### config.mk
export PLATFORM = sky130hd
export DESIGN_NAME = tlb_page_translator_core
export DESIGN_NICKNAME = d
export VERILOG_FILES = /design/src/sv/tpt_pkg.sv /design/src/sv/tlb_page_translator_core.sv /design/src/sv/tpt_ram.sv /design/src/sv/tpt_ctrl.sv /design/src/sv/tpt_datapath.sv
export SDC_FILE = /design/constraint.sdc
export NUM_CORES = 1
export LEC_CHECK = 0
export BUFFER_PORTS_ARGS = -buffer_cell sky130_fd_sc_hd__buf_2
export CAP_MARGIN = 20
export CORE_ASPECT_RATIO = 1.2
export CORE_UTILIZATION = 45
export CTS_CLUSTER_DIAMETER = 30
export DETAILED_ROUTE_END_ITERATION = 12
export PLACE_DENSITY = 0.68
export SYNTH_ARGS = -nofsm -noshare
export SYNTH_HDL_FRONTEND = slang
export SYNTH_HIERARCHICAL = 1
export SYNTH_SLANG_ARGS = --single-unit
### constraint.sdc
create_clock -name clk -period 14.8 [get_ports clk]
set_clock_uncertainty 0.2 [all_clocks]
set_input_delay 1.48 -clock clk [delete_from_list [all_inputs] [get_ports clk]]
set_output_delay 1.48 -clock clk [all_outputs]
set_load 0.02 [all_outputs]
### src/sv/tpt_pkg.sv
// ----------------------------------------------------------------------------
// tpt_pkg
// Shared types, codes and defaults for the TLB page translator.
// ----------------------------------------------------------------------------
package tpt_pkg;

  // Default sizing
  localparam int TLB_ENTRIES_DEF = 16;
  localparam int FRAME_COUNT_DEF = 16;
  localparam int PAGE_COUNT_DEF  = 64;
  localparam int OFFSET_BITS_DEF = 10;

  // Fixed field widths
  localparam int FUNC_W   = 2;
  localparam int VADDR_W  = 16;
  localparam int VPAGE_W  = 6;
  localparam int STATUS_W = 3;
  localparam int PADDR_W  = 14;
  localparam int FRAME_W  = 4;
  localparam int COUNT_W  = 16;

  // Request codes
  localparam logic [FUNC_W-1:0] FUNC_TRANSLATE = 2'd0;
  localparam logic [FUNC_W-1:0] FUNC_MAP       = 2'd1;
  localparam logic [FUNC_W-1:0] FUNC_RELEASE   = 2'd2;

  // Result codes
  typedef enum logic [STATUS_W-1:0] {
    RES_TLB_HIT        = 3'd0,
    RES_TABLE_HIT      = 3'd1,
    RES_FAULT_OK       = 3'd2,
    RES_FAULT_NO_FRAME = 3'd3,
    RES_MAPPED         = 3'd4,
    RES_MAP_NO_FRAME   = 3'd5,
    RES_RELEASED       = 3'd6
  } res_t;

  typedef enum logic [2:0] {
    ST_CLEAR,
    ST_IDLE,
    ST_REDUCE,
    ST_LOOK,
    ST_RESOLVE,
    ST_RELEASE
  } state_t;

  // Controller to datapath
  typedef struct packed {
    logic load;
    logic reduce_step;
    logic clr_step;
    logic resolve;
  } cmd_t;

  // Datapath to controller
  typedef struct packed {
    logic [FUNC_W-1:0] in_func;
    logic              reduce_last;
    logic              clr_last;
    logic              out_busy;
  } stat_t;

  function automatic logic [COUNT_W-1:0] sat_inc(logic [COUNT_W-1:0] v);
    return (v == {COUNT_W{1'b1}}) ? v : v + 1'b1;
  endfunction

endpackage

### src/sv/tlb_page_translator_core.sv
// ----------------------------------------------------------------------------
// tlb_page_translator_core
// Translate/map/release engine: fully associative TLB in front of a page
// table RAM, frames handed out lowest first, saturating statistics.
//
// Sequence: translate and map look up TLB and table at accept and resolve
//   next when PAGE_COUNT is a power of two; otherwise two reduce steps
//   (multiply, subtract) and a lookup state come first. Resolve waits
//   while an untaken result word is held; a new request is taken only
//   after resolve. Release sweeps the table one entry per cycle first.
// Reset: synchronous; afterwards the table RAM is swept with s_tready low
//   before the first word is taken.
// ----------------------------------------------------------------------------
module tlb_page_translator_core #(
  parameter int TLB_ENTRIES = tpt_pkg::TLB_ENTRIES_DEF,
  parameter int FRAME_COUNT = tpt_pkg::FRAME_COUNT_DEF,
  parameter int PAGE_COUNT  = tpt_pkg::PAGE_COUNT_DEF,
  parameter int OFFSET_BITS = tpt_pkg::OFFSET_BITS_DEF
) (
  input  logic        clk,
  input  logic        rst,
  // Request stream
  input  logic        s_tvalid,
  output logic        s_tready,
  input  logic [23:0] s_tdata,   // [15:0] virtual_address, [21:16] virtual_page
  input  logic [1:0]  s_tuser,   // [1:0] func
  // Result stream
  output logic        m_tvalid,
  input  logic        m_tready,
  output logic [71:0] m_tdata,   // [13:0] physical_address, [17:14] frame,
                                 // [33:18] tlb_hit_count, [49:34] fault_count,
                                 // [65:50] access_count
  output logic [2:0]  m_tuser    // [2:0] status
);

  tpt_pkg::cmd_t  cmd;
  tpt_pkg::stat_t stat;

  tpt_pkg::res_t                       out_status;
  logic [tpt_pkg::PADDR_W-1:0]         out_pa;
  logic [tpt_pkg::FRAME_W-1:0]         out_frame;
  logic [tpt_pkg::COUNT_W-1:0]         out_hit, out_fault, out_acc;

  // Sequencer: owns s_tready, steps the datapath through each request
  tpt_ctrl #(
    .PAGE_COUNT (PAGE_COUNT)
  ) u_ctrl (
    .clk      (clk),
    .rst      (rst),
    .s_tvalid (s_tvalid),
    .s_tready (s_tready),
    .cmd      (cmd),
    .stat     (stat)
  );

  // TLB, page table, frame allocation and result register
  tpt_datapath #(
    .TLB_ENTRIES (TLB_ENTRIES),
    .FRAME_COUNT (FRAME_COUNT),
    .PAGE_COUNT  (PAGE_COUNT),
    .OFFSET_BITS (OFFSET_BITS)
  ) u_dp (
    .clk        (clk),
    .rst        (rst),
    .cmd        (cmd),
    .stat       (stat),
    .in_func    (s_tuser),
    .in_va      (s_tdata[15:0]),
    .in_vpage   (s_tdata[21:16]),
    .m_tready   (m_tready),
    .out_valid  (m_tvalid),
    .out_status (out_status),
    .out_pa     (out_pa),
    .out_frame  (out_frame),
    .out_hit    (out_hit),
    .out_fault  (out_fault),
    .out_acc    (out_acc)
  );

  // Result word packing, padded to whole bytes
  assign m_tdata = {6'd0, out_acc, out_fault, out_hit, out_frame, out_pa};
  assign m_tuser = out_status;

endmodule

### src/sv/tpt_ram.sv
// ----------------------------------------------------------------------------
// tpt_ram
// Generic single-write, single-read RAM with registered read data.
// ----------------------------------------------------------------------------
module tpt_ram #(
  parameter int WIDTH = 8,
  parameter int DEPTH = 64
) (
  input  logic                     clk,
  input  logic                     we,
  input  logic [$clog2(DEPTH)-1:0] waddr,
  input  logic [WIDTH-1:0]         wdata,
  input  logic [$clog2(DEPTH)-1:0] raddr,
  output logic [WIDTH-1:0]         rdata
);

  logic [WIDTH-1:0] mem [DEPTH];

  always_ff @(posedge clk) begin
    if (we) begin
      mem[waddr] <= wdata;
    end
    rdata <= mem[raddr];
  end

endmodule

### src/sv/tpt_ctrl.sv
// ----------------------------------------------------------------------------
// tpt_ctrl
// Sequencer: clearing sweep, page reduction steps, lookup and resolve.
// ----------------------------------------------------------------------------
module tpt_ctrl #(
  parameter int PAGE_COUNT = tpt_pkg::PAGE_COUNT_DEF
) (
  input  logic          clk,
  input  logic          rst,
  input  logic          s_tvalid,
  output logic          s_tready,
  output tpt_pkg::cmd_t cmd,
  input  tpt_pkg::stat_t stat
);

  // Power-of-two page count: page is a plain mask, no reduction needed
  localparam bit PAGE_POW2 = ((PAGE_COUNT & (PAGE_COUNT - 1)) == 0);

  tpt_pkg::state_t state, state_next;

  always_ff @(posedge clk) begin
    if (rst) begin
      state <= tpt_pkg::ST_CLEAR;
    end else begin
      state <= state_next;
    end
  end

  always_comb begin
    state_next = state;
    cmd        = '0;
    s_tready   = 1'b0;
    case (state)
      tpt_pkg::ST_CLEAR: begin
        cmd.clr_step = 1'b1;
        if (stat.clr_last) begin
          state_next = tpt_pkg::ST_IDLE;
        end
      end
      tpt_pkg::ST_IDLE: begin
        s_tready = 1'b1;
        if (s_tvalid) begin
          cmd.load = 1'b1;
          case (stat.in_func)
            tpt_pkg::FUNC_TRANSLATE, tpt_pkg::FUNC_MAP: begin
              state_next = PAGE_POW2 ? tpt_pkg::ST_RESOLVE : tpt_pkg::ST_REDUCE;
            end
            tpt_pkg::FUNC_RELEASE: begin
              state_next = tpt_pkg::ST_RELEASE;
            end
            default: begin
              state_next = tpt_pkg::ST_IDLE;  // unused code: dropped
            end
          endcase
        end
      end
      tpt_pkg::ST_REDUCE: begin
        cmd.reduce_step = 1'b1;
        if (stat.reduce_last) begin
          state_next = tpt_pkg::ST_LOOK;
        end
      end
      tpt_pkg::ST_LOOK: begin
        state_next = tpt_pkg::ST_RESOLVE;
      end
      tpt_pkg::ST_RESOLVE: begin
        if (!stat.out_busy) begin
          cmd.resolve = 1'b1;
          state_next  = tpt_pkg::ST_IDLE;
        end
      end
      tpt_pkg::ST_RELEASE: begin
        cmd.clr_step = 1'b1;
        if (stat.clr_last) begin
          state_next = tpt_pkg::ST_RESOLVE;
        end
      end
      default: begin
        state_next = tpt_pkg::ST_IDLE;
      end
    endcase
  end

`ifndef SYNTHESIS
  a_no_reduce_pow2: assert property (@(posedge clk) disable iff (rst)
    cmd.reduce_step |-> !PAGE_POW2)
    else $error("reduction step with power-of-two page count");

  a_clear_then_resolve: assert property (@(posedge clk) disable iff (rst)
    (state == tpt_pkg::ST_RELEASE && stat.clr_last) |=> state == tpt_pkg::ST_RESOLVE)
    else $error("release sweep did not end in resolve");
`endif

endmodule

### src/sv/tpt_datapath.sv
// ----------------------------------------------------------------------------
// tpt_datapath
// TLB entries, page table RAM, frame fill count, counters, output register.
// ----------------------------------------------------------------------------
module tpt_datapath #(
  parameter int TLB_ENTRIES = tpt_pkg::TLB_ENTRIES_DEF,
  parameter int FRAME_COUNT = tpt_pkg::FRAME_COUNT_DEF,
  parameter int PAGE_COUNT  = tpt_pkg::PAGE_COUNT_DEF,
  parameter int OFFSET_BITS = tpt_pkg::OFFSET_BITS_DEF
) (
  input  logic                            clk,
  input  logic                            rst,
  input  tpt_pkg::cmd_t                   cmd,
  output tpt_pkg::stat_t                  stat,
  input  logic [tpt_pkg::FUNC_W-1:0]      in_func,
  input  logic [tpt_pkg::VADDR_W-1:0]     in_va,
  input  logic [tpt_pkg::VPAGE_W-1:0]     in_vpage,
  input  logic                            m_tready,
  output logic                            out_valid,
  output tpt_pkg::res_t                   out_status,
  output logic [tpt_pkg::PADDR_W-1:0]     out_pa,
  output logic [tpt_pkg::FRAME_W-1:0]     out_frame,
  output logic [tpt_pkg::COUNT_W-1:0]     out_hit,
  output logic [tpt_pkg::COUNT_W-1:0]     out_fault,
  output logic [tpt_pkg::COUNT_W-1:0]     out_acc
);

  localparam int TLB_W  = $clog2(TLB_ENTRIES);
  localparam int FR_W   = $clog2(FRAME_COUNT);
  localparam int USED_W = $clog2(FRAME_COUNT + 1);
  localparam int PAGE_W = $clog2(PAGE_COUNT);
  localparam int RAW_W  = tpt_pkg::VADDR_W - OFFSET_BITS;
  localparam int WORK_A = (RAW_W > tpt_pkg::VPAGE_W) ? RAW_W : tpt_pkg::VPAGE_W;
  localparam int WORK_W = (WORK_A > PAGE_W) ? WORK_A : PAGE_W;
  // Page modulo by reciprocal multiply: exact for any WORK_W-bit page
  localparam int RED_SHIFT = WORK_W + PAGE_W;
  localparam int RECIP_W   = WORK_W + 2;
  localparam int PROD_W    = WORK_W + RECIP_W;
  localparam logic [PROD_W-1:0] RECIP =
    PROD_W'(((64'd1 << RED_SHIFT) + 64'(PAGE_COUNT) - 64'd1) / 64'(PAGE_COUNT));
  localparam logic [tpt_pkg::VADDR_W-1:0] OFF_MASK =
    tpt_pkg::VADDR_W'((32'h1 << OFFSET_BITS) - 32'h1);

  // Latched request
  logic [tpt_pkg::FUNC_W-1:0]  func_q;
  logic [tpt_pkg::VADDR_W-1:0] offset_q;
  logic [WORK_W-1:0]           work_q;
  logic [WORK_W-1:0]           quot_q;
  logic                        red_half_q;
  logic [PROD_W-1:0]           recip_prod, quot_full, back_prod;
  logic [WORK_W-1:0]           raw;
  logic [PAGE_W-1:0]           page_q;
  logic [PAGE_W-1:0]           look_page;

  // TLB
  logic [PAGE_W-1:0]      tlb_page  [TLB_ENTRIES];
  logic [FR_W-1:0]        tlb_frame [TLB_ENTRIES];
  logic [TLB_ENTRIES-1:0] tlb_valid;
  logic [TLB_W-1:0]       tlb_ptr;
  logic [TLB_ENTRIES-1:0] match_q;

  // Frames, counters, clear sweep
  logic [USED_W-1:0]           used_cnt;
  logic [tpt_pkg::COUNT_W-1:0] hit_cnt, fault_cnt, acc_cnt;
  logic [tpt_pkg::COUNT_W-1:0] hit_next, fault_next, acc_next;
  logic [PAGE_W-1:0]           clr_addr;

  // Page table RAM: {valid, frame}
  logic              ram_we;
  logic [PAGE_W-1:0] ram_waddr;
  logic [FR_W:0]     ram_wdata;
  logic [FR_W:0]     ram_rdata;

  // Resolve decode
  logic               hit_any;
  logic [TLB_W-1:0]   hit_idx;
  logic               frame_free;
  logic [FR_W-1:0]    free_frame;
  tpt_pkg::res_t      r_status;
  logic [FR_W-1:0]    r_frame;
  logic               r_xlate, do_alloc, do_fill, do_hit, do_fault, do_acc, do_clear;
  logic [31:0]        pa_wide, frame_wide;

  assign raw = (in_func == tpt_pkg::FUNC_MAP) ? WORK_W'(in_vpage)
                                               : WORK_W'(in_va >> OFFSET_BITS);
  assign page_q    = work_q[PAGE_W-1:0];
  // At accept the lookup runs straight off the incoming page
  assign look_page = cmd.load ? raw[PAGE_W-1:0] : page_q;

  // First step: quotient; second step: subtract quotient times page count
  assign recip_prod = PROD_W'(work_q) * RECIP;
  assign quot_full  = recip_prod >> RED_SHIFT;
  assign back_prod  = PROD_W'(quot_q) * PROD_W'(PAGE_COUNT);

  always_ff @(posedge clk) begin
    if (cmd.load) begin
      func_q     <= in_func;
      offset_q   <= in_va & OFF_MASK;
      work_q     <= raw;
      red_half_q <= 1'b0;
    end else if (cmd.reduce_step) begin
      if (red_half_q) begin
        work_q <= work_q - back_prod[WORK_W-1:0];
      end else begin
        quot_q <= quot_full[WORK_W-1:0];
      end
      red_half_q <= 1'b1;
    end
  end

  always_ff @(posedge clk) begin
    for (int i = 0; i < TLB_ENTRIES; i++) begin
      match_q[i] <= tlb_valid[i] && (tlb_page[i] == look_page);
    end
  end

  tpt_ram #(
    .WIDTH (FR_W + 1),
    .DEPTH (PAGE_COUNT)
  ) u_table (
    .clk   (clk),
    .we    (ram_we),
    .waddr (ram_waddr),
    .wdata (ram_wdata),
    .raddr (look_page),
    .rdata (ram_rdata)
  );

  assign frame_free = used_cnt < USED_W'(FRAME_COUNT);
  assign free_frame = used_cnt[FR_W-1:0];
  assign hit_any    = |match_q;

  // lowest matching entry wins
  always_comb begin
    hit_idx = '0;
    for (int i = TLB_ENTRIES - 1; i >= 0; i--) begin
      if (match_q[i]) begin
        hit_idx = TLB_W'(i);
      end
    end
  end

  always_comb begin
    r_status = tpt_pkg::RES_RELEASED;
    r_frame  = '0;
    r_xlate  = 1'b0;
    do_alloc = 1'b0;
    do_fill  = 1'b0;
    do_hit   = 1'b0;
    do_fault = 1'b0;
    do_acc   = 1'b0;
    do_clear = 1'b0;
    case (func_q)
      tpt_pkg::FUNC_TRANSLATE: begin
        do_acc = 1'b1;
        if (hit_any) begin
          r_status = tpt_pkg::RES_TLB_HIT;
          r_frame  = tlb_frame[hit_idx];
          r_xlate  = 1'b1;
          do_hit   = 1'b1;
        end else if (ram_rdata[FR_W]) begin
          r_status = tpt_pkg::RES_TABLE_HIT;
          r_frame  = ram_rdata[FR_W-1:0];
          r_xlate  = 1'b1;
          do_fill  = 1'b1;
        end else begin
          do_fault = 1'b1;
          if (frame_free) begin
            r_status = tpt_pkg::RES_FAULT_OK;
            r_frame  = free_frame;
            r_xlate  = 1'b1;
            do_fill  = 1'b1;
            do_alloc = 1'b1;
          end else begin
            r_status = tpt_pkg::RES_FAULT_NO_FRAME;
          end
        end
      end
      tpt_pkg::FUNC_MAP: begin
        if (frame_free) begin
          r_status = tpt_pkg::RES_MAPPED;
          r_frame  = free_frame;
          do_alloc = 1'b1;
        end else begin
          r_status = tpt_pkg::RES_MAP_NO_FRAME;
        end
      end
      default: begin
        do_clear = 1'b1;
      end
    endcase
  end

  assign hit_next   = do_clear ? '0 : (do_hit   ? tpt_pkg::sat_inc(hit_cnt)   : hit_cnt);
  assign fault_next = do_clear ? '0 : (do_fault ? tpt_pkg::sat_inc(fault_cnt) : fault_cnt);
  assign acc_next   = do_clear ? '0 : (do_acc   ? tpt_pkg::sat_inc(acc_cnt)   : acc_cnt);

  assign pa_wide    = (32'(r_frame) << OFFSET_BITS) | 32'(offset_q);
  assign frame_wide = 32'(r_frame);

  // RAM write: clear sweep or a new mapping
  assign ram_we    = cmd.clr_step || (cmd.resolve && do_alloc);
  assign ram_waddr = cmd.clr_step ? clr_addr : page_q;
  assign ram_wdata = cmd.clr_step ? '0 : {1'b1, free_frame};

  always_ff @(posedge clk) begin
    if (rst) begin
      clr_addr <= '0;
    end else if (cmd.clr_step) begin
      clr_addr <= (clr_addr == PAGE_W'(PAGE_COUNT - 1)) ? '0 : clr_addr + 1'b1;
    end
  end

  always_ff @(posedge clk) begin
    if (rst) begin
      tlb_valid <= '0;
      tlb_ptr   <= '0;
      used_cnt  <= '0;
      hit_cnt   <= '0;
      fault_cnt <= '0;
      acc_cnt   <= '0;
    end else if (cmd.resolve) begin
      hit_cnt   <= hit_next;
      fault_cnt <= fault_next;
      acc_cnt   <= acc_next;
      if (do_clear) begin
        tlb_valid <= '0;
        used_cnt  <= '0;
      end
      if (do_alloc) begin
        used_cnt <= used_cnt + 1'b1;
      end
      if (do_fill) begin
        tlb_valid[tlb_ptr] <= 1'b1;
        tlb_ptr <= (tlb_ptr == TLB_W'(TLB_ENTRIES - 1)) ? '0 : tlb_ptr + 1'b1;
      end
    end
  end

  always_ff @(posedge clk) begin
    if (cmd.resolve && do_fill) begin
      tlb_page[tlb_ptr]  <= page_q;
      tlb_frame[tlb_ptr] <= r_frame;
    end
  end

  // Output register
  always_ff @(posedge clk) begin
    if (rst) begin
      out_valid <= 1'b0;
    end else if (cmd.resolve) begin
      out_valid <= 1'b1;
    end else if (m_tready) begin
      out_valid <= 1'b0;
    end
  end

  always_ff @(posedge clk) begin
    if (cmd.resolve) begin
      out_status <= r_status;
      out_pa     <= r_xlate ? pa_wide[tpt_pkg::PADDR_W-1:0] : '0;
      out_frame  <= frame_wide[tpt_pkg::FRAME_W-1:0];
      out_hit    <= hit_next;
      out_fault  <= fault_next;
      out_acc    <= acc_next;
    end
  end

  assign stat.in_func     = in_func;
  assign stat.reduce_last = red_half_q;
  assign stat.clr_last    = (clr_addr == PAGE_W'(PAGE_COUNT - 1));
  assign stat.out_busy    = out_valid && !m_tready;

`ifndef SYNTHESIS
  a_used_bound: assert property (@(posedge clk) disable iff (rst)
    used_cnt <= USED_W'(FRAME_COUNT))
    else $error("frame fill count beyond frame count");

  a_no_overwrite: assert property (@(posedge clk) disable iff (rst)
    cmd.resolve |-> !(out_valid && !m_tready))
    else $error("result loaded over an untaken word");

  a_result_shown: assert property (@(posedge clk) disable iff (rst)
    cmd.resolve |=> out_valid)
    else $error("resolved result not presented");

  a_clear_only_free: assert property (@(posedge clk) disable iff (rst)
    (cmd.resolve && do_clear) |=> (used_cnt == '0 && tlb_valid == '0))
    else $error("release left frames or TLB entries behind");
`endif

endmodule

==> results of run 1 <==
-- flip-flops by register name, indices dropped and copies added, names as in the netlist, 6 cells and up --
| signal | cells |
|---|---|
| u_dp/hit_cnt | 16 |
| u_dp/tlb_page | 96 |
| u_dp/fault_cnt | 16 |
| u_dp/match_q | 16 |
| u_dp/tlb_frame | 64 |
| u_dp/tlb_valid | 16 |
| u_dp/u_table/mem | 320 |
| u_dp/acc_cnt | 16 |
| u_dp/out_fault | 16 |
| u_dp/out_pa | 14 |
| u_dp/out_hit | 16 |
| u_dp/page_q | 6 |
| u_dp/offset_q | 10 |
| u_dp/clr_addr | 6 |
| u_dp/out_acc | 16 |
-- through the flow --
stage	util, %	setup WS, ns
final	54.6	9.40
after global routing	54.6	9.16
after CTS	54.4	9.32
after detailed placement	47.8	8.65
after global placement	47.8	8.71
after floorplan	-	2.06
-- where the power goes --
| group | internal, mW | total [mW] | switching (mW) | leakage, nW |
|---|---|---|---|---|
| clock | 1.77 | 2.71 | 0.945 | 1.94 |
| combinational | 0.0109 | 0.0362 | 0.0254 | 2.89 |
| sequential | 2.03 | 2.04 | 0.00381 | 6.02 |
| total | 3.81 | 4.78 | 0.974 | 10.8 |
-- path summary, 6_finish.rpt --
path	cells after the start	start	to
setup / recovery	13	s_tuser[0]	u_dp/u_table/rdata[0]
hold / removal	2	u_dp/tlb_valid[10]	u_dp/match_q[10]
setup reg to reg	11	u_ctrl/state[0]	u_dp/u_table/rdata[0]
hold reg to reg	2	u_dp/tlb_valid[10]	u_dp/match_q[10]
-- final cells by class --
class	instances	area (sq um)
Clock buffer	120	2840
Clock inverter	90	1200
Fill cell	4742	27700
Inverter	22	85.1
Multi-Input combinational cell	1073	8210
Sequential cell	672	19100
Tap cell	808	1010
Timing Repair Buffer	143	867
-- logic make-up after synthesis --
group | Yosys count
AOI/OAI and AO/OA | 253
DFF | 672
and+or+nand+nor | 522
other | 1
adders and majority gates | 9
xor gates and xnor gates | 138
buffers and inverters | 130
muxes | 145
-- Yosys cell counts, types with 17 or more instances --
library cell / count
xnor2_1: 88
edfxtp_1: 561
nand3_1: 40
o21ai_0: 51
nand2_1: 67
nor2b_1: 17
mux2i_1: 41
and2_1: 17
mux4_2: 70
nor2_1: 221
nor3_1: 32
clkbuf_1: 65
dfxtp_1: 111
mux2_2: 18
xor2_1: 50
inv_1: 21
a21oi_1: 74
nor4_1: 27
nand4_1: 35
-- worst max-delay path, cell delays in order --
cell and delay, ns:
buf_2 0.12, nor2b_1 0.54, mux2i_1 0.16, nand2_1 0.11, o21ai_2 0.05, buf_4 0.25
inv_4 0.22, buf_4 0.73, buf_4 0.59, mux4_2 0.59, o221ai_1 0.29, a21oi_1 0.09
or3_1 0.42
-- metal layers --
layer / vias up / routed length, um / track usage [%]
met2: 568 / 31700 / 34.7
li1: 7500 / - / -
met5: - / 13 / 0
met3: 118 / 4160 / 3.94
met1: 8113 / 24100 / 23.6
met4: 2 / 1830 / 7.91
==> reports/metrics.cfg, run 1 <==
[global_route]
grt_max_degree=79
grt_pass1_wl_um=95300
antenna_found_initial=1
gr-usage-all-layers_pct=19.7
grt.overflow.total=0
first_global_vias=16725

[synthesis]
synth_fa_ha_area_share_pct=0.405
synth-xor-area-share_pct=4.34
synth_compound_area_share_pct=5.90
synthSimpleGateAreaFrac_pct=9.17
synth_area_per_cell_sq_um=14.9
yosysWarningCount=6
syn_area_sq_um=27800
ys.flop_type=edfxtp_1
synth_top_area_share_pct=60.5
seq_area_frac_synth_pct=68.5
synth_top_area_cell=edfxtp_1
synthMuxAreaShare_pct=9.30
ys_types=85
netlist_instances=1870
synth_seq_cells=672
async_reset_ff_share_pct=0
synth_top_family_by_area=multiplexers
synth_edf_count=561
synthTopCellsByArea=edfxtp_1 61%, dfxtp_1 8.0%, mux4_2 5.7%

[worst_setup_path]
worstSetupPathType=input pin to flop
cp.arrival_ns=5.71
r2r_slack_ns=9.96
path_max_fanout=46
startpoint_type=input pin
end_kind=flop
cp.required_ns=15.11

[pwr]
finalPower_mw=4.78
power.density_nw_per_um2=144
p_leak_nw=10.8
vdd_drop_max_mv=0.0984

[floorplan]
die_w_um=229
coreArea_sq_um=60900
fp-row-count=99
start_util_pct=45.7
dieHeight_um=274
dieArea_sq_um=62900
pin_count=107

[timing]
fmax_mhz=185
slew_viol_final=0
setup_viol=0
final.setup.tns_ns=0
worstMarginPinSlew_ns=1.12
hold_viol_final=0
timing.final.crit_share_pct=36.5
slew_headroom_pct=24.9
rsz0062_at_grt=false
fin_hold_ws_ns=0.254
period_needed_ns=5.40

[detailed_routing]
drt-initial-drc-count=1339
vias=16301
drtAntennaViolNets=0
wire_per_inst_um=21.1
wirelength_um=61900
drtPass1Iterations=5
viasPerCell=5.57
drc_errors=0

[place]
io_buffers=98
dpl_cell_area_sq_um=29100
dp_cells=2708
gp_congestion=0.839
dp_hpwl_um=37600

[clock_network]
clk_latency_ns=0.67
cts_tree=built
post_cts_buffers=0
clkSlewWorstSetupHoldPaths_ns=0.05
root_buffer=clkbuf_16
cts-resized-gates=0
clock_sinks=672
cts_buffer_depth=3
hold_buffers=0
cts_buffers=110
cts_max_level=3

[layout]
drive_gt1_share_pct=22.0
final_common_cell=edfxtp_1
final_cell_mix=561 x edfxtp_1, 220 x nor2_1, 111 x clkbuf_16, 111 x dfxtp_1, 98 x buf_2
diodes=0
instances_no_fill=2928
finalInstanceArea_sq_um=33300
nets=2061
synthToLayoutAreaGrowth_pct=19.6

[min_path]
hp-class=flop to flop

[run_status]
status=complete, no violations

[job]
maxCapViolations=0

Power figures use the tool's default switching activity.
==> run 2: changes to the inputs <==
--- a/config.mk
+++ b/config.mk
@@ -11,7 +11,7 @@
 export CORE_UTILIZATION = 45
 export CTS_CLUSTER_DIAMETER = 30
 export DETAILED_ROUTE_END_ITERATION = 12
-export PLACE_DENSITY = 0.68
+export PLACE_DENSITY = 0.7
 export SYNTH_ARGS = -nofsm -noshare
 export SYNTH_HDL_FRONTEND = slang
 export SYNTH_HIERARCHICAL = 1
==> constraint.sdc (replaced) <==
create_clock -name clk -period 4.75 [get_ports clk]
set_clock_uncertainty 0.2 [all_clocks]
set_input_delay 0.475 -clock clk [delete_from_list [all_inputs] [get_ports clk]]
set_output_delay 0.475 -clock clk [all_outputs]
set_load 0.02 [all_outputs]
==> run 2 against run 1 <==
  * Cell area down 0.56%
  * Largest cell class unchanged
  * Utilization is 0.30 points lower
  * Via count up 1.1%
  * Count of clock-buffer cells in the layout fell by 2
  * Clock power rose to 2.8 times the previous value
  * Die area is the same
  * Sequential share of layout area rose by 0.32 points
==> reports/metrics.cfg, run 2 (synthesis results as in run 1) <==
[pwr]
finalPower_mw=14.0  ; +190%
power.density_nw_per_um2=424  ; +190%
p_leak_nw=10.6  ; -2.2%
vdd_drop_max_mv=0.312  ; +220%

[detailed_routing]
viasPerCell=5.64  ; +1.3%
drt-initial-drc-count=1252  ; -6.5%
vias=16478  ; +1.1%
drtAntennaViolNets=0  ; unchanged
drc_errors=0  ; unchanged
drtPass1Iterations=6  ; +1
wire_per_inst_um=20.8  ; -1.3%
wirelength_um=60900  ; -1.5%

[clock_network]
cts_buffer_depth=3  ; unchanged
clkSlewWorstSetupHoldPaths_ns=0.05  ; about the same
cts_buffers=102  ; -7.3%
post_cts_buffers=0  ; unchanged
cts_tree=built
cts_max_level=3  ; unchanged
root_buffer=clkbuf_16
clock_sinks=672  ; unchanged
clk_latency_ns=0.66  ; about the same

[worst_setup_path]
end_kind=flop
worstSetupPathType=flop to flop
cp.arrival_ns=4.42  ; -1.29 ns
worst-path-buf-inv=1  ; -4
cpPeakStageDelay_ns=0.67  ; -0.06 ns
path_max_fanout=38  ; -17%
startpoint_type=flop
cp.required_ns=5.09  ; -10.02 ns
cp_cell_sequence=nor3b_2, and2_1, o21ai_2, inv_4, mux4_1, mux2_2, o221ai_1, a31oi_1, or3_1
slowest_stage=mux4_1
critical_path.top_delay_family=simple AND/OR/NAND/NOR gates

[min_path]
hp-class=input pin to flop

[timing]
rsz0062_at_grt=false
fmax_mhz=245
slew_viol_final=0  ; unchanged
period_needed_ns=4.08
timing.final.crit_share_pct=86.0
slew_headroom_pct=27.2  ; +2.3 points
setup_viol=0  ; unchanged
worstMarginPinSlew_ns=1.09  ; -0.0308 ns
fin_hold_ws_ns=0.190  ; -0.0647 ns
hold_viol_final=0  ; unchanged

[floorplan]
dieHeight_um=274  ; unchanged
start_util_pct=45.7  ; unchanged
die_w_um=229  ; unchanged
coreArea_sq_um=60900  ; unchanged
pin_count=107  ; unchanged
dieArea_sq_um=62900  ; unchanged
fp-row-count=99  ; unchanged

[place]
dp_hpwl_um=37700  ; +0.31%
io_buffers=98  ; unchanged
gp_congestion=0.848  ; +1.1%

[layout]
reg_top3=u_dp/u_table/mem x320, u_dp/tlb_page x96, u_dp/tlb_frame x64
final_cell_mix=561 x edfxtp_1, 187 x nor2_1, 110 x dfxtp_1
drive_gt1_share_pct=23.1  ; +1.2 points
fillers=4803  ; +1.3%
synthToLayoutAreaGrowth_pct=18.9
nets=2064  ; +0.15%
final_common_cell=edfxtp_1
largest-register=u_dp/u_table/mem
largest_reg_flops=320  ; unchanged
fin_util_pct=54.3  ; -0.30 points

[job]
maxCapViolations=0  ; unchanged

[global_route]
grt_pass1_wl_um=94700  ; -0.54%
first_global_vias=16843  ; +0.71%
gr-usage-all-layers_pct=19.5  ; -0.18 points
antenna_found_initial=0  ; -1
gr-max-usage-layer=met2
grt_max_degree=66  ; -16%
use_met3_pct=3.12  ; -0.82 points
grt_use_met1_pct=23.5  ; -0.14 points
gr-usage-met2_pct=34.6  ; -0.064 points
grt.overflow.total=0  ; unchanged

[run_status]
status=complete, no violations

[run 2: worst min-delay path: stages]
cell and delay [ns]:
buf_2 0.09, nor2_1 0.04, a21oi_1 0.13, o22ai_1 0.12, mux2i_1 0.13
[run 2: power by group]
| part | switching, mW | leakage, nW | total (mW) | internal (mW) |
|---|---|---|---|---|
| logic | 0.0865 | 2.92 | 0.129 | 0.0423 |
| registers | 0.0156 | 6.00 | 6.34 | 6.33 |
| clock network | 2.88 | 1.68 | 7.54 | 4.67 |
[run 2: area by class of cell]
class                   count  area, sq um  share of cell area (%)
diodes                      1         2.50                 0.00756
clock buffers             118         2680                    8.11
clock inverters            75          891                    2.69
inverters                  22         85.1                   0.257
multi-input cells        1073         8390                    25.3
flip-flops and latches    672        19100                    57.6
well taps                 808         1010                    3.05
repair buffers            154          968                    2.93
[run 2: path summary, 6_finish.rpt]
kind	startpoint	to	slack, ns	depth (start not counted)
worst max register to register	u_ctrl/state[0]	u_dp/u_table/rdata[1]	0.67	9
worst min-delay path	s_tvalid	u_ctrl/state[0]	0.19	5
worst min register to register	u_dp/tlb_valid[0]	u_dp/match_q[0]	0.26	2
worst max-delay path	u_ctrl/state[0]	u_dp/u_table/rdata[1]	0.67	9
[run 2: what timing repair did]
action                    4_1_cts  5_1_grt
hold buffers                   13        0
hold endpoints to repair       14        0
resized for setup               0        0
[run 2: layer usage]
layer,wire length [um],vias to the layer above
met5,0,-
met4,1840,0
met3,3440,131
met2,31400,603
met1,24300,8244
li1,-,7500
[run 2: per-stage QoR]
stage | instances | setup TNS (ns) | instance area, sq um | setup slack [ns]
CTS | 2920 | 0 | 33100 | 0.569
floorplan | 1875 | -65.01 | 28000 | -0.412
detailed placement | 2714 | 0 | 29400 | 0.569
global placement | 2714 | 0 | 29400 | 0.696
global route | 2922 | 0 | 33100 | 0.425
finish | 2923 | 0 | 33100 | 0.666
==> run 3: changes to the inputs <==
--- a/config.mk
+++ b/config.mk
@@ -7,7 +7,7 @@
 export LEC_CHECK = 0
 export BUFFER_PORTS_ARGS = -buffer_cell sky130_fd_sc_hd__buf_2
 export CAP_MARGIN = 20
-export CORE_ASPECT_RATIO = 1.2
+export CORE_ASPECT_RATIO = 1.5
 export CORE_UTILIZATION = 45
 export CTS_CLUSTER_DIAMETER = 30
 export DETAILED_ROUTE_END_ITERATION = 12
==> run 3 against run 2 <==
  * Cell area fell by 1.6%
  * Sequential cell count did not move
  * Sequential share of layout area rose by 0.92 points
  * Setup slack got worse by 0.032 ns
  * Utilization fell by 0.99 points
  * Die area barely moved
  * Clock power fell by 11%
  * Critical path type unchanged
  * Via count fell by 1.4%
  * Count of clock-buffer cells in the layout fell by 19
==> reports/metrics.cfg, run 3 (synthesis results as in run 1) <==
[timing]
fmax_mhz=243  ; -0.77%
slew_viol_final=0  ; unchanged
rsz0062_at_grt=false
period_needed_ns=4.12  ; +0.0316 ns
slew_headroom_pct=40.5  ; +13 points
timing.final.crit_share_pct=86.7  ; +0.67 points
hold_viol_final=0  ; unchanged
fin_hold_ws_ns=0.153  ; -0.0370 ns
setup_viol=0  ; unchanged
worstMarginPinSlew_ns=0.891  ; -0.200 ns

[detailed_routing]
drc_errors=0  ; unchanged
viasPerCell=5.64  ; +0.10%
drt-initial-drc-count=1143  ; -8.7%
wire_per_inst_um=21.0  ; +0.94%
drtAntennaViolNets=0  ; unchanged
vias=16252  ; -1.4%
wirelength_um=60600  ; -0.54%
drtPass1Iterations=7  ; +1

[pwr]
clkPwrFrac_pct=51.0  ; -2.8 points
switching_share_pct=21.4  ; +0.15 points
p_seq_share_pct=48.0  ; +2.7 points
p_int_mw=10.4  ; -6.1%
combPwrFrac_pct=1.0  ; about the same
p_switching_mw=2.83  ; -5.2%
vdd_drop_max_mv=0.271  ; -13%
power.density_nw_per_um2=405  ; -4.4%
p_leak_nw=10.4  ; -2.0%

[clock_network]
cts-resized-gates=0  ; unchanged
clock_sinks=672  ; unchanged
cts_max_level=3  ; unchanged
cts_buffer_depth=3  ; unchanged
root_buffer=clkbuf_16
clk_latency_ns=0.64  ; -0.02 ns
cts_tree=built
clkSlewWorstSetupHoldPaths_ns=0.06  ; about the same
cts_buffers=91  ; -11%

[place]
dp_cells=2694  ; -0.74%
gp_congestion=0.853  ; +0.53%
io_buffers=98  ; unchanged
dp_hpwl_um=38800  ; +2.8%

[layout]
final_cell_mix=561 x edfxtp_1, 187 x nor2_1, 110 x dfxtp_1
nets=2049  ; -0.73%
drive_gt1_share_pct=22.5  ; -0.62 points
fin_util_pct=53.3  ; -0.99 points
largest-register=u_dp/u_table/mem
instances_no_fill=2880  ; -1.5%
synthToLayoutAreaGrowth_pct=17.0
largest_reg_flops=320  ; unchanged
final_common_cell=edfxtp_1
reg_top3=u_dp/u_table/mem x320, u_dp/tlb_page x96, u_dp/tlb_frame x64

[run_status]
status=complete, no violations

[floorplan]
die_w_um=205  ; -10%
start_util_pct=45.6  ; -0.12 points
pin_count=107  ; unchanged
fp-row-count=111  ; +12%
dieArea_sq_um=62900  ; about the same
dieHeight_um=307  ; +12%
coreArea_sq_um=61100  ; +0.27%

[global_route]
first_global_vias=16553  ; -1.7%
grt.overflow.total=0  ; unchanged
grt_max_degree=101  ; +53%
gr-usage-all-layers_pct=19.6  ; +0.061 points
antenna_found_initial=1  ; +1
grt_pass1_wl_um=93400  ; -1.4%

[worst_setup_path]
end_kind=flop
path_max_fanout=33  ; -13%
startpoint_type=flop
cp.required_ns=5.05  ; -0.04 ns
worstSetupPathType=flop to flop
cp.arrival_ns=4.42  ; about the same

[job]
maxCapViolations=0  ; unchanged

[min_path]
hp-class=input pin to flop

[run 3: changes by cell type in the layout (fill, tap and decap cells not counted), moves of 7 or more]
cell / previous run / this run
clkbuf_16: 103 / 94
inv_8: 10 / 3
clkinvlp_4: 18 / 11
clkinv_4: 6 / 16
[run 3: power groups by stage]
| stage | sequential, mW | clock, mW | combinational [mW] |
|---|---|---|---|
| 2_1_floorplan | 6.45 | 0 | 0.0786 |
| 3_3_place_gp | 6.46 | 0 | 0.120 |
| 3_5_place_dp | 6.46 | 0 | 0.123 |
| 4_1_cts | 6.33 | 6.84 | 0.132 |
| 5_1_grt | 6.33 | 7.09 | 0.142 |
| 6_report | 6.33 | 6.73 | 0.132 |
[run 3: per-stage QoR]
stage | setup slack (ns) | power, mW | instance area, sq um | setup TNS [ns]
finish | 0.634 | 13.2 | 32600 | 0
CTS | 0.605 | 13.3 | 32500 | 0
detailed placement | 0.634 | 6.58 | 29300 | 0
global route | 0.432 | 13.6 | 32600 | 0
floorplan | -0.412 | 6.53 | 28000 | -65.01
global placement | 0.732 | 6.58 | 29300 | 0
[run 3: worst max-delay path, cell delays in order, from the launching register on]
cell      delay [ns]
dfxtp_1         0.54
nor3b_2         0.26
and2_1          0.56
o21ai_2         0.15
inv_4           0.48
mux4_1          0.65
mux2_2          0.33
o221ai_1        0.26
a31oi_1         0.16
or3_1           0.35
[run 3: final timing paths]
| kind | start | to | slack (ns) | depth (start not counted) |
|---|---|---|---|---|
| setup / recovery | u_ctrl/state[0] | u_dp/u_table/rdata[0] | 0.63 | 9 |
| hold / removal | rst | u_dp/acc_cnt[15] | 0.15 | 2 |
| setup reg to reg | u_ctrl/state[0] | u_dp/u_table/rdata[0] | 0.63 | 9 |
| hold reg to reg | u_dp/tlb_valid[10] | u_dp/match_q[10] | 0.27 | 2 |
[run 3: timing repair]
item,in CTS,in global routing
endpoints found under the hold margin,14,0
buffers inserted,0,0
endpoints found under the setup margin,0,0
hold buffers,13,0
[run 3: area by class of cell]
| class | instances | area (sq um) |
|---|---|---|
| Tap cell | 791 | 990 |
| Timing Repair Buffer | 150 | 958 |
| Fill cell | 4824 | 28500 |
| Multi-Input combinational cell | 1073 | 8380 |
| Sequential cell | 672 | 19100 |
| Inverter | 22 | 85.1 |
| Clock buffer | 99 | 2370 |
| Antenna cell | 1 | 2.50 |
| Clock inverter | 72 | 722 |
[run 3: metal layers]
layer / track usage [%] / wire length [um]
met5: 0 / 0
met4: 9.29 / 2320
met3: 2.79 / 2900
met2: 35.9 / 32800
met1: 22.1 / 22600
